### src/hdl/bstk_pkg.sv
`timescale 1ns / 1ps
// ----------------------------------------------------------------------------
// bstk_pkg
// Types and codes shared by the bounded stack controller, datapath and top.
// ----------------------------------------------------------------------------
package bstk_pkg;

  // operation codes
  localparam logic [1:0] FUNC_PUSH    = 2'd0;
  localparam logic [1:0] FUNC_POP     = 2'd1;
  localparam logic [1:0] FUNC_REVERSE = 2'd2;
  localparam logic [1:0] FUNC_SORTED  = 2'd3;

  // result status codes
  localparam logic [1:0] STAT_OK        = 2'd0;
  localparam logic [1:0] STAT_OVERFLOW  = 2'd1;
  localparam logic [1:0] STAT_UNDERFLOW = 2'd2;

  localparam logic signed [31:0] VALUE_NONE      = 32'sd0;
  localparam logic signed [31:0] VALUE_UNDERFLOW = -32'sd1;

  typedef struct packed {
    logic [1:0]         func;
    logic signed [31:0] value_in;
  } req_t;

  typedef struct packed {
    logic signed [31:0] value_out;
    logic [1:0]         status;
    logic [5:0]         fill_count;
  } rsp_t;

  typedef enum logic [3:0] {
    S_IDLE,
    S_DISPATCH,
    S_POP_OUT,
    S_REV_RA,
    S_REV_RB,
    S_REV_WLO,
    S_REV_WHI,
    S_SORT_CMP,
    S_SORT_PLACE
  } state_t;

  typedef enum logic [3:0] {
    DP_NONE,
    DP_LOAD,
    DP_PUSH,
    DP_OVF,
    DP_UNF,
    DP_POP_RD,
    DP_POP_OUT,
    DP_REV_INIT,
    DP_REV_RA,
    DP_REV_RB,
    DP_REV_WLO,
    DP_REV_WHI,
    DP_DONE,
    DP_SORT_INIT,
    DP_SORT_CMP,
    DP_SORT_PLACE
  } dp_op_t;

  typedef struct packed {
    dp_op_t op;
  } ctrl_cmd_t;

  typedef struct packed {
    logic [1:0] func;
    logic       empty;
    logic       full;
    logic       count_le1;
    logic       rev_more;
    logic       sort_lt;
    logic       sort_last;
  } dp_stat_t;

endpackage

### src/hdl/bstk_ram.sv
`timescale 1ns / 1ps
// ----------------------------------------------------------------------------
// bstk_ram
// Generic simple dual-port RAM: one write port, one read port, registered read.
// ----------------------------------------------------------------------------
module bstk_ram #(
  parameter int WIDTH = 32,
  parameter int DEPTH = 32
) (
  input  logic                     clk,
  input  logic                     we,
  input  logic [$clog2(DEPTH)-1:0] waddr,
  input  logic [WIDTH-1:0]         wdata,
  input  logic [$clog2(DEPTH)-1:0] raddr,
  output logic [WIDTH-1:0]         rdata
);

  logic [WIDTH-1:0] mem [DEPTH];

  always_ff @(posedge clk) begin
    if (we) begin
      mem[waddr] <= wdata;
    end
    rdata <= mem[raddr];
  end

endmodule

### src/hdl/bstk_ctrl.sv
`timescale 1ns / 1ps
// ----------------------------------------------------------------------------
// bstk_ctrl
// Sequencer for the stack operations; drives one datapath command per cycle.
// ----------------------------------------------------------------------------
module bstk_ctrl (
  input  logic                clk,
  input  logic                rst,
  input  logic                start,
  output logic                busy,
  input  bstk_pkg::dp_stat_t  stat,
  output bstk_pkg::ctrl_cmd_t cmd
);

  bstk_pkg::state_t state, state_next;

  always_ff @(posedge clk) begin
    if (rst) begin
      state <= bstk_pkg::S_IDLE;
    end else begin
      state <= state_next;
    end
  end

  always_comb begin
    state_next = state;
    unique case (state)
      bstk_pkg::S_IDLE: begin
        if (start) state_next = bstk_pkg::S_DISPATCH;
      end
      bstk_pkg::S_DISPATCH: begin
        unique case (stat.func)
          bstk_pkg::FUNC_PUSH: state_next = bstk_pkg::S_IDLE;
          bstk_pkg::FUNC_POP: begin
            state_next = stat.empty ? bstk_pkg::S_IDLE : bstk_pkg::S_POP_OUT;
          end
          bstk_pkg::FUNC_REVERSE: begin
            state_next = stat.count_le1 ? bstk_pkg::S_IDLE : bstk_pkg::S_REV_RA;
          end
          bstk_pkg::FUNC_SORTED: begin
            state_next = (stat.full || stat.empty) ? bstk_pkg::S_IDLE
                                                   : bstk_pkg::S_SORT_CMP;
          end
          default: state_next = bstk_pkg::S_IDLE;
        endcase
      end
      bstk_pkg::S_POP_OUT: state_next = bstk_pkg::S_IDLE;
      bstk_pkg::S_REV_RA: begin
        state_next = stat.rev_more ? bstk_pkg::S_REV_RB : bstk_pkg::S_IDLE;
      end
      bstk_pkg::S_REV_RB:  state_next = bstk_pkg::S_REV_WLO;
      bstk_pkg::S_REV_WLO: state_next = bstk_pkg::S_REV_WHI;
      bstk_pkg::S_REV_WHI: state_next = bstk_pkg::S_REV_RA;
      bstk_pkg::S_SORT_CMP: begin
        if (!stat.sort_lt) begin
          state_next = bstk_pkg::S_IDLE;
        end else if (stat.sort_last) begin
          state_next = bstk_pkg::S_SORT_PLACE;
        end
      end
      bstk_pkg::S_SORT_PLACE: state_next = bstk_pkg::S_IDLE;
      default: state_next = bstk_pkg::S_IDLE;
    endcase
  end

  always_comb begin
    cmd.op = bstk_pkg::DP_NONE;
    busy   = 1'b1;
    unique case (state)
      bstk_pkg::S_IDLE: begin
        busy = 1'b0;
        if (start) cmd.op = bstk_pkg::DP_LOAD;
      end
      bstk_pkg::S_DISPATCH: begin
        unique case (stat.func)
          bstk_pkg::FUNC_PUSH: begin
            cmd.op = stat.full ? bstk_pkg::DP_OVF : bstk_pkg::DP_PUSH;
          end
          bstk_pkg::FUNC_POP: begin
            cmd.op = stat.empty ? bstk_pkg::DP_UNF : bstk_pkg::DP_POP_RD;
          end
          bstk_pkg::FUNC_REVERSE: begin
            cmd.op = stat.count_le1 ? bstk_pkg::DP_DONE : bstk_pkg::DP_REV_INIT;
          end
          bstk_pkg::FUNC_SORTED: begin
            // empty stack falls back to a plain push
            if (stat.full) begin
              cmd.op = bstk_pkg::DP_OVF;
            end else if (stat.empty) begin
              cmd.op = bstk_pkg::DP_PUSH;
            end else begin
              cmd.op = bstk_pkg::DP_SORT_INIT;
            end
          end
          default: cmd.op = bstk_pkg::DP_NONE;
        endcase
      end
      bstk_pkg::S_POP_OUT: cmd.op = bstk_pkg::DP_POP_OUT;
      bstk_pkg::S_REV_RA: begin
        cmd.op = stat.rev_more ? bstk_pkg::DP_REV_RA : bstk_pkg::DP_DONE;
      end
      bstk_pkg::S_REV_RB:     cmd.op = bstk_pkg::DP_REV_RB;
      bstk_pkg::S_REV_WLO:    cmd.op = bstk_pkg::DP_REV_WLO;
      bstk_pkg::S_REV_WHI:    cmd.op = bstk_pkg::DP_REV_WHI;
      bstk_pkg::S_SORT_CMP:   cmd.op = bstk_pkg::DP_SORT_CMP;
      bstk_pkg::S_SORT_PLACE: cmd.op = bstk_pkg::DP_SORT_PLACE;
      default:                cmd.op = bstk_pkg::DP_NONE;
    endcase
  end

endmodule

### src/hdl/bstk_dp.sv
`timescale 1ns / 1ps
// ----------------------------------------------------------------------------
// bstk_dp
// Stack datapath: entry RAM, fill count, walk pointers and result register.
// ----------------------------------------------------------------------------
module bstk_dp #(
  parameter int STACK_DEPTH = 32
) (
  input  logic                clk,
  input  logic                rst,
  input  bstk_pkg::req_t      req,
  input  bstk_pkg::ctrl_cmd_t cmd,
  output bstk_pkg::dp_stat_t  stat,
  output logic                strobe,
  output bstk_pkg::rsp_t      result
);

  localparam int ADDR_W = $clog2(STACK_DEPTH);
  localparam int CNT_W  = $clog2(STACK_DEPTH + 1);

  logic [1:0]         func_q;
  logic signed [31:0] value_q;
  logic [CNT_W-1:0]   count, count_next;
  logic [ADDR_W-1:0]  lo, lo_next, hi, hi_next, p, p_next;
  logic signed [31:0] tmp, tmp_next;
  logic [ADDR_W-1:0]  count_lo;
  logic [CNT_W+5:0]   count_ext;

  logic               ram_we;
  logic [ADDR_W-1:0]  ram_waddr, ram_raddr;
  logic [31:0]        ram_wdata, ram_rdata;
  logic signed [31:0] rd_val;

  logic               res_load;
  logic signed [31:0] res_value;
  logic [1:0]         res_status;

  assign count_lo  = count[ADDR_W-1:0];
  assign count_ext = {6'd0, count_next};
  assign rd_val    = $signed(ram_rdata);

  bstk_ram #(
    .WIDTH(32),
    .DEPTH(STACK_DEPTH)
  ) u_ram (
    .clk  (clk),
    .we   (ram_we),
    .waddr(ram_waddr),
    .wdata(ram_wdata),
    .raddr(ram_raddr),
    .rdata(ram_rdata)
  );

  assign stat.func      = func_q;
  assign stat.empty     = (count == '0);
  assign stat.full      = (count == CNT_W'(STACK_DEPTH));
  assign stat.count_le1 = (count <= CNT_W'(1));
  assign stat.rev_more  = (lo < hi);
  assign stat.sort_lt   = (rd_val < value_q);
  assign stat.sort_last = (p == ADDR_W'(1));

  always_comb begin
    ram_we     = 1'b0;
    ram_waddr  = lo;
    ram_wdata  = value_q;
    ram_raddr  = lo;
    count_next = count;
    lo_next    = lo;
    hi_next    = hi;
    p_next     = p;
    tmp_next   = tmp;
    res_load   = 1'b0;
    res_value  = bstk_pkg::VALUE_NONE;
    res_status = bstk_pkg::STAT_OK;
    unique case (cmd.op)
      bstk_pkg::DP_NONE, bstk_pkg::DP_LOAD: begin
      end
      bstk_pkg::DP_PUSH: begin
        ram_we     = 1'b1;
        ram_waddr  = count_lo;
        count_next = count + CNT_W'(1);
        res_load   = 1'b1;
      end
      bstk_pkg::DP_OVF: begin
        res_load   = 1'b1;
        res_status = bstk_pkg::STAT_OVERFLOW;
      end
      bstk_pkg::DP_UNF: begin
        res_load   = 1'b1;
        res_value  = bstk_pkg::VALUE_UNDERFLOW;
        res_status = bstk_pkg::STAT_UNDERFLOW;
      end
      bstk_pkg::DP_POP_RD: begin
        ram_raddr  = count_lo - ADDR_W'(1);
        count_next = count - CNT_W'(1);
      end
      bstk_pkg::DP_POP_OUT: begin
        res_load  = 1'b1;
        res_value = rd_val;
      end
      bstk_pkg::DP_REV_INIT: begin
        lo_next = '0;
        hi_next = count_lo - ADDR_W'(1);
      end
      bstk_pkg::DP_REV_RA: begin
        ram_raddr = lo;
      end
      bstk_pkg::DP_REV_RB: begin
        ram_raddr = hi;
        tmp_next  = rd_val;
      end
      bstk_pkg::DP_REV_WLO: begin
        ram_we    = 1'b1;
        ram_waddr = lo;
        ram_wdata = ram_rdata;
      end
      bstk_pkg::DP_REV_WHI: begin
        ram_we    = 1'b1;
        ram_waddr = hi;
        ram_wdata = tmp;
        lo_next   = lo + ADDR_W'(1);
        hi_next   = hi - ADDR_W'(1);
      end
      bstk_pkg::DP_DONE: begin
        res_load = 1'b1;
      end
      bstk_pkg::DP_SORT_INIT: begin
        p_next    = count_lo;
        ram_raddr = count_lo - ADDR_W'(1);
      end
      bstk_pkg::DP_SORT_CMP: begin
        ram_we    = 1'b1;
        ram_waddr = p;
        if (rd_val < value_q) begin
          // smaller entry moves up one place, prefetch the next one down
          ram_wdata = ram_rdata;
          p_next    = p - ADDR_W'(1);
          ram_raddr = p - ADDR_W'(2);
        end else begin
          count_next = count + CNT_W'(1);
          res_load   = 1'b1;
        end
      end
      bstk_pkg::DP_SORT_PLACE: begin
        ram_we     = 1'b1;
        ram_waddr  = p;
        count_next = count + CNT_W'(1);
        res_load   = 1'b1;
      end
      default: begin
      end
    endcase
  end

  always_ff @(posedge clk) begin
    if (rst) begin
      count  <= '0;
      lo     <= '0;
      hi     <= '0;
      p      <= '0;
      strobe <= 1'b0;
    end else begin
      count  <= count_next;
      lo     <= lo_next;
      hi     <= hi_next;
      p      <= p_next;
      strobe <= res_load;
    end
  end

  always_ff @(posedge clk) begin
    tmp <= tmp_next;
    if (cmd.op == bstk_pkg::DP_LOAD) begin
      func_q  <= req.func;
      value_q <= req.value_in;
    end
    if (res_load) begin
      result.value_out  <= res_value;
      result.status     <= res_status;
      result.fill_count <= count_ext[5:0];
    end
  end

endmodule

### src/hdl/bounded_stack_with_sorted_insert_core.sv
`timescale 1ns / 1ps
// ----------------------------------------------------------------------------
// bounded_stack_with_sorted_insert_core
// Bounded stack of signed words with push, pop, reverse and sorted push.
// ----------------------------------------------------------------------------
// sequence: request captured in idle; push, overflow, underflow, short reverse
//   reply at dispatch; pop reads then replies; reverse reads lo, hi, writes lo, hi
//   per pair; sorted push moves smaller entries up one per cycle via the RAM port
// throughput: busy drops as the result is registered, so a new request may
//   arrive while the strobe shows; the receiver cannot stall
// reset: fill count cleared, entry RAM left as is (no clearing pass)
module bounded_stack_with_sorted_insert_core #(
  parameter int STACK_DEPTH = 32
) (
  input  logic           clk,
  input  logic           rst,
  input  logic           start,
  output logic           busy,
  input  bstk_pkg::req_t req,
  output logic           strobe,
  output bstk_pkg::rsp_t result
);

  bstk_pkg::ctrl_cmd_t cmd;
  bstk_pkg::dp_stat_t  stat;

  bstk_ctrl u_ctrl (
    .clk  (clk),
    .rst  (rst),
    .start(start),
    .busy (busy),
    .stat (stat),
    .cmd  (cmd)
  );

  bstk_dp #(
    .STACK_DEPTH(STACK_DEPTH)
  ) u_dp (
    .clk   (clk),
    .rst   (rst),
    .req   (req),
    .cmd   (cmd),
    .stat  (stat),
    .strobe(strobe),
    .result(result)
  );

endmodule

### config.mk
export PLATFORM = sky130hd
export DESIGN_NAME = bounded_stack_with_sorted_insert_core
export DESIGN_NICKNAME = d
export VERILOG_FILES = /design/src/hdl/bstk_pkg.sv /design/src/hdl/bstk_ram.sv /design/src/hdl/bstk_ctrl.sv /design/src/hdl/bstk_dp.sv /design/src/hdl/bounded_stack_with_sorted_insert_core.sv
export SDC_FILE = /design/constraint.sdc
export NUM_CORES = 1
export LEC_CHECK = 0
export ABC_AREA = 1
export BUFFER_PORTS_ARGS = -buffer_cell sky130_fd_sc_hd__buf_4
export CELL_PAD_IN_SITES_DETAIL_PLACEMENT = 1
export CELL_PAD_IN_SITES_GLOBAL_PLACEMENT = 2
export CORE_MARGIN = 2
export CORE_UTILIZATION = 45
export DETAILED_ROUTE_END_ITERATION = 10
export MAX_ROUTING_LAYER = met4
export PLACE_DENSITY = 0.91
export SETUP_SLACK_MARGIN = 0.15
export SKIP_CTS_REPAIR_TIMING = 1
export SLEW_MARGIN = 20
export SYNTH_ARGS = -nofsm -noshare
export SYNTH_HDL_FRONTEND = slang
export SYNTH_SLANG_ARGS = --single-unit
### constraint.sdc
create_clock -name clk -period 17.8 [get_ports clk]
set_input_delay 3.56 -clock clk [delete_from_list [all_inputs] [get_ports clk]]
set_output_delay 3.56 -clock clk [all_outputs]
set_load 0.1 [all_outputs]
# [Word-level counts from Yosys, hierarchy flattened]
# Memories as Yosys holds them, arrays and structs flattened. A register that Yosys moved wholly into a read port is not among the register bits.
# Index checks and enable logic that the tools add are counted.
[classes] add_sub_neg=7 n_eq_ne=30 mux=37 n_reduce_logical=13 n_lt_le_gt_ge=3
[ops] op="$pmux 32 s3" count=1
[ops] op="$pmux 32 s2" count=1
[ops] op="$pmux 4 s9" count=1
[ops] op="$eq 4x3->1 const B" count=8
[ops] op="$eq 4x4->1 const B" count=8
[ops] op="$lt 32x32->1" count=1
[ops] op="$mux 32" count=1
[ops] op="$pmux 4 s4" count=2
[ops] op="$pmux 5 s2" count=3
[ops] op="$pmux 5 s3" count=2
[ops] op="$pmux 4 s7" count=1
[ops] op="$mux 4" count=6
[ops] op="$pmux 6 s3" count=1
[ops] op="$eq 4x2->1 const B" count=4
[ops] op="$sub 5x1->5 const B" count=3
[ops] op="$mux 5" count=2
[ops] op="$mux 3" count=3
[ops] op="$eq 4x1->1 const B" count=2
[ops] op="$mux 1" count=8
[ops] op="$add 6x1->6 const B" count=1
[ops] op="$eq 6x6->1 const B" count=1
[ops] op="$le 6x1->1 const B" count=1
[ops] op="$logic_not 6->1" count=1
[ops] op="$mux 6" count=1
[ops] op="20 further kinds" count=27
[word_totals] ramBits=1024 out_inout_bits=42 word_cells=103 regBits=132 input_bits=37 n_memories=1
[mem_list] memory="u_dp.u_ram.mem" words=32 width=32 rd=1 rd_ports_with_merged_regs=1 wr=1 line_no="bstk_ram.sv:18" rtl="logic [WIDTH-1:0] mem [DEPTH];"

# [Longest topological paths before layout]
[depth] word_depth=10 ltp_mapped=27 mapped_depth_nobuf=25

# [By module]
# A second synthesis with hierarchy kept.
[hier_totals] hier_cells=4488 area_unflattened_um2=50303.2
[by_module_without_submodules] mod="bstk_ram" n_inst=1 cells_each=3536 area_each_um2=42405.7 seq_area_each_um2=31390.1
[by_module_without_submodules] mod="bstk_dp" n_inst=1 cells_each=869 area_each_um2=7454.6 seq_area_each_um2=3623.5
[by_module_without_submodules] mod="bstk_ctrl" n_inst=1 cells_each=83 area_each_um2=442.9 seq_area_each_um2=80.1

# [Worst setup path after synthesis]
# Ideal clock, no wire load.
[synth_timing] path_kind="input-to-reg" start="input start" end="memory u_dp.u_ram.mem[10][0], enable pin" t_arrival_ps=7685 path_slack_ps=9694 setup_time_ps=421 cell_stages=16 path_buffers=0 required_time_ps=17379 cell_sequence="inv_1 -> nor2_1 -> nor2_1 -> nand2_1 -> inv_1 -> nand2_1 -> nor2_4 -> nand3_2 -> nand2_2 -> nor3_2 -> inv_2 -> o211ai_1 -> o21ai_2 -> nor2_2 -> nand2_2 -> nor2_1"
[synth_via] elab_chain_len=7 word_cells_on_any_way=13 classes_between="5 x eq/ne; 6 x mux; 2 x reduce/logical"
[synth_lines] item="start: declaration" line_no="bounded_stack_with_sorted_insert_core.sv:17" rtl="input logic start,"
[synth_lines] item="$mux 1 *" line_no="bstk_ctrl.sv:72" rtl="if (start) cmd.op = bstk_pkg::DP_LOAD;"
[synth_lines] item="$pmux 4 s9 *" line_no="bstk_ctrl.sv:69" rtl="unique case (state)"
[synth_lines] item="$eq 4x4->1 / $eq 4x2->1 (equally long branches)" line_no="bstk_dp.sv:75" rtl="unique case (cmd.op)"
[synth_lines] item="$reduce_or 5->1 (no source line)"
[synth_lines] item="$mux 1" line_no="bstk_dp.sv:75"
[synth_lines] item="$mux 1" line_no="bstk_ram.sv:21" rtl="if (we) begin"
[synth_lines] item="$mux 1 (not written as such)" line_no="bstk_ram.sv:22" rtl="mem[waddr] <= wdata;"
[synth_lines] item="end: declaration" line_no="bstk_ram.sv:18"
# Every way passes the cells marked *; elsewhere a longest branch is shown, timed or not.

# [Final worst setup path]
[layout_timing] start="input start" end="memory u_dp.u_ram.mem[25][29], enable pin"
# The elaborated chain is that of the path after synthesis.

==> key figures <==
Run status
  – Status: finished clean

Setup path
  – Startpoint class of the critical path: primary input
  – Worst reg2reg setup slack: 11810 ps
  – CP required: 18150 ps
  – Critical path peak fanout: 32
  – Cell-by-cell trace of the critical path: buf_4, inv_1, nor2_4, buf_12, nor2_1, nand2_1, inv_1, nand2_1, nor2_4, nand3_2, nand2_2, nor3_2, inv_2, nor2_1, nor2_1, inv_1, nand3_2, nor2_4
  – Critical path class: primary input to register
  – Setup crit end kind: register
  – Crit path DAT: 7060 ps
  – Slowest Stage Delay on Critical Path: 1030 ps
  – CP delay by family, top: simple AND/OR/NAND/NOR gates
  – Critical Path Slowest Stage Cell: nor2_4
  – Buf/Inv on CP: 6

Finish
  – Final Cell Area: 59430 µm²
  – Share of cells above drive strength 1: 9.181%
  – Layout fillers: 12.29k
  – Synth-to-Final Area Change: 13.38%
  – Final nets: 5010

STA
  – Final Cycle Share: 37.69%
  – Hold WS: 454.7 ps
  – Max Fclk: 149.1 MHz
  – Slew @ Worst Pin: 1159 ps
  – Setup TNS Final: 0 ps
  – Endpoints failing hold: 0
  – Max-slew violation count: 0
  – Final min period: 6708 ps
  – Count of final setup violators: 0
  – Clock Skews: 29.86 ps
  – Rel. slew slack: 22.73%
  – Unrepaired setup endpoints after global routing: no

Die
  – Chip height: 345.3 µm
  – Initial Utilization: 45.22%
  – Die footprint: 119200 µm²
  – Row cnt: 125
  – # IOs: 79
  – Core ar.: 115900 µm²
  – Die Width: 345.3 µm

Yosys
  – Async set or reset register ratio after synthesis: 0%
  – Seq/Total Area, Yosys: 66.96%
  – EDFF count, synth: 1130
  – Most used DFF post-synth: edfxtp_1
  – Post-synth top cells: nand2_1 (1191), edfxtp_1 (1130), nand3_1 (1114), inv_1 (647), buf_2 (213)
  – Top post-synthesis cells by area: edfxtp_1 (65%), nand3_1 (11%), nand2_1 (8.5%)
  – Most frequent cell after synthesis: nand2_1
  – Synth Register Bits: 1188
  – Post-Syn Instances: 4924
  – Area leader, netlist: edfxtp_1
  – Mapped Area: 52410 µm²
  – Syn avg cell area: 10.64 µm²
  – Ys Warns: 0
  – Synth cell types: 43
  – Yosys top cell area share: 64.74%
  – Syn_nets: 5005

Clock tree
  – CTS tree: built
  – CTS clk-pin slew, worst paths: 60 ps
  – Clock buffer depth: 3
  – H-tree depth: 4
  – Root Buffer: clkbuf_16
  – Cts bufs inserted: 131
  – Clk_lat worst skew: 750 ps
  – Clock sinks: 1188

Run
  – Max Cap Viol: 0

GRT
  – Largest net degree at the start of global routing: 166
  – Vias in the first global route: 38.31k
  – First-pass GRT wire length: 244.0 mm
  – Number of antenna violations at the first check in global routing: 5
  – GRT Total Usage: 27.83%
  – Total grt overflow: 0

Power and ir drop
  – Maximum VDD drop: 0.00009662 V
  – Leak: 0.02346 µW
  – Power per cell area: 119.0 nW/µm²

Place
  – Post-DP HPWL: 94.09 mm
  – GPL Wtd Cong: 0.8757
  – PortBufs: 78
  – Cell Area, Placed: 54840 µm²

Routing
  – Detailed Route Iter0 Violations: 4045
  – Drt via density: 5.731
  – DR WL/cell: 24.85 µm
  – Total iterations of the first detailed-routing run: 6
  – Number of vias after detailed routing: 37.58k
  – Total Routed Length: 162.9 mm
  – DR DRC count: 0
  – Antenna-violating nets left: 0

Worst hold path
  – Hold WC Path Type: register to register
-- power by group --
part	leakage (µW)	internal [µW]	total, µW	switching [µW]
registers	0.0107	3210	3300	87.6
clock network	0.00202	1520	2630	1110
logic	0.0108	269	1140	873
-- cells in the final DEF (no fill, tap or decap), types with 12 or more instances in the layout --
cell type / count
buf_16: 12
edfxtp_1: 1130
buf_4: 141
nor2_4: 38
ha_1: 44
clkbuf_1: 34
inv_2: 15
buf_12: 12
nand3_1: 1112
clkinv_2: 17
dfxtp_1: 58
clkbuf_16: 137
o221ai_4: 25
nand3b_1: 128
inv_1: 643
nor2_1: 48
nand2_1: 1190
o21ai_0: 29
clkinv_1: 25
a21oi_1: 68
-- state kept, by name (all words and copies together), names as in the netlist --
register and count:
u_dp.count 6, u_dp.p 5, u_dp.func_q 2, u_dp.u_ram.mem 1024
u_dp.strobe 1, u_dp.u_ram.rdata 32, u_dp.hi 5, u_dp.result 40
u_dp.lo 5, u_dp.tmp 32, u_ctrl.state 4, u_dp.value_q 32
-- path summary, 6_finish.rpt --
path	depth (start not counted)	end	from
setup / recovery	18	u_dp.u_ram.mem[25][29]	start
hold / removal	0	u_dp.tmp[0]	u_dp.u_ram.rdata[0]
setup reg to reg	21	u_dp.u_ram.rdata[27]	u_dp.value_q[31]
hold reg to reg	0	u_dp.tmp[0]	u_dp.u_ram.rdata[0]
-- metal layers --
layer / track usage [%] / share of wire [%] / up-vias
met5: - / 0 / -
met4: 8.002 / 2.5 / 0
met3: 4.131 / 7.4 / 236
met2: 44.28 / 48 / 1440
met1: 37.30 / 42 / 19180
li1: - / - / 16730
-- through the flow --
stage	utilization, %	power (µW)	std cells	setup slack (ps)
final	51.28	7072	6557	11090
after global routing	51.27	7291	6556	10860
after CTS	50.88	7076	6538	10750
after detailed placement	47.32	4465	6302	9976
after global placement	47.26	4426	6299	10110
after floorplan	-	4000	4924	9694
-- final cells by class --
| type | count | area, µm² | area share (%) |
|---|---|---|---|
| repair buffers | 166 | 1644 | 2.767 |
| clock inverters | 56 | 452.9 | 0.7622 |
| clock buffers | 180 | 3680 | 6.192 |
| flip-flops and latches | 1188 | 35090 | 59.05 |
| inverters | 662 | 2507 | 4.219 |
| multi-input cells | 2780 | 14140 | 23.79 |
| well taps | 1524 | 1907 | 3.209 |
| diodes | 1 | 2.502 | 0.004211 |
-- cell families after synthesis --
group | Yosys count | synth area share [%]
AO/OA/AOI/OAI | 164 | 1.948
XOR/XNOR | 11 | 0.1838
AND/OR/NAND/NOR | 2561 | 22.26
buffers and inverters | 956 | 7.601
flip-flops | 1188 | 66.96
adder cells (fa/ha/maj) | 44 | 1.050
(Power assumes the default switching activity.)
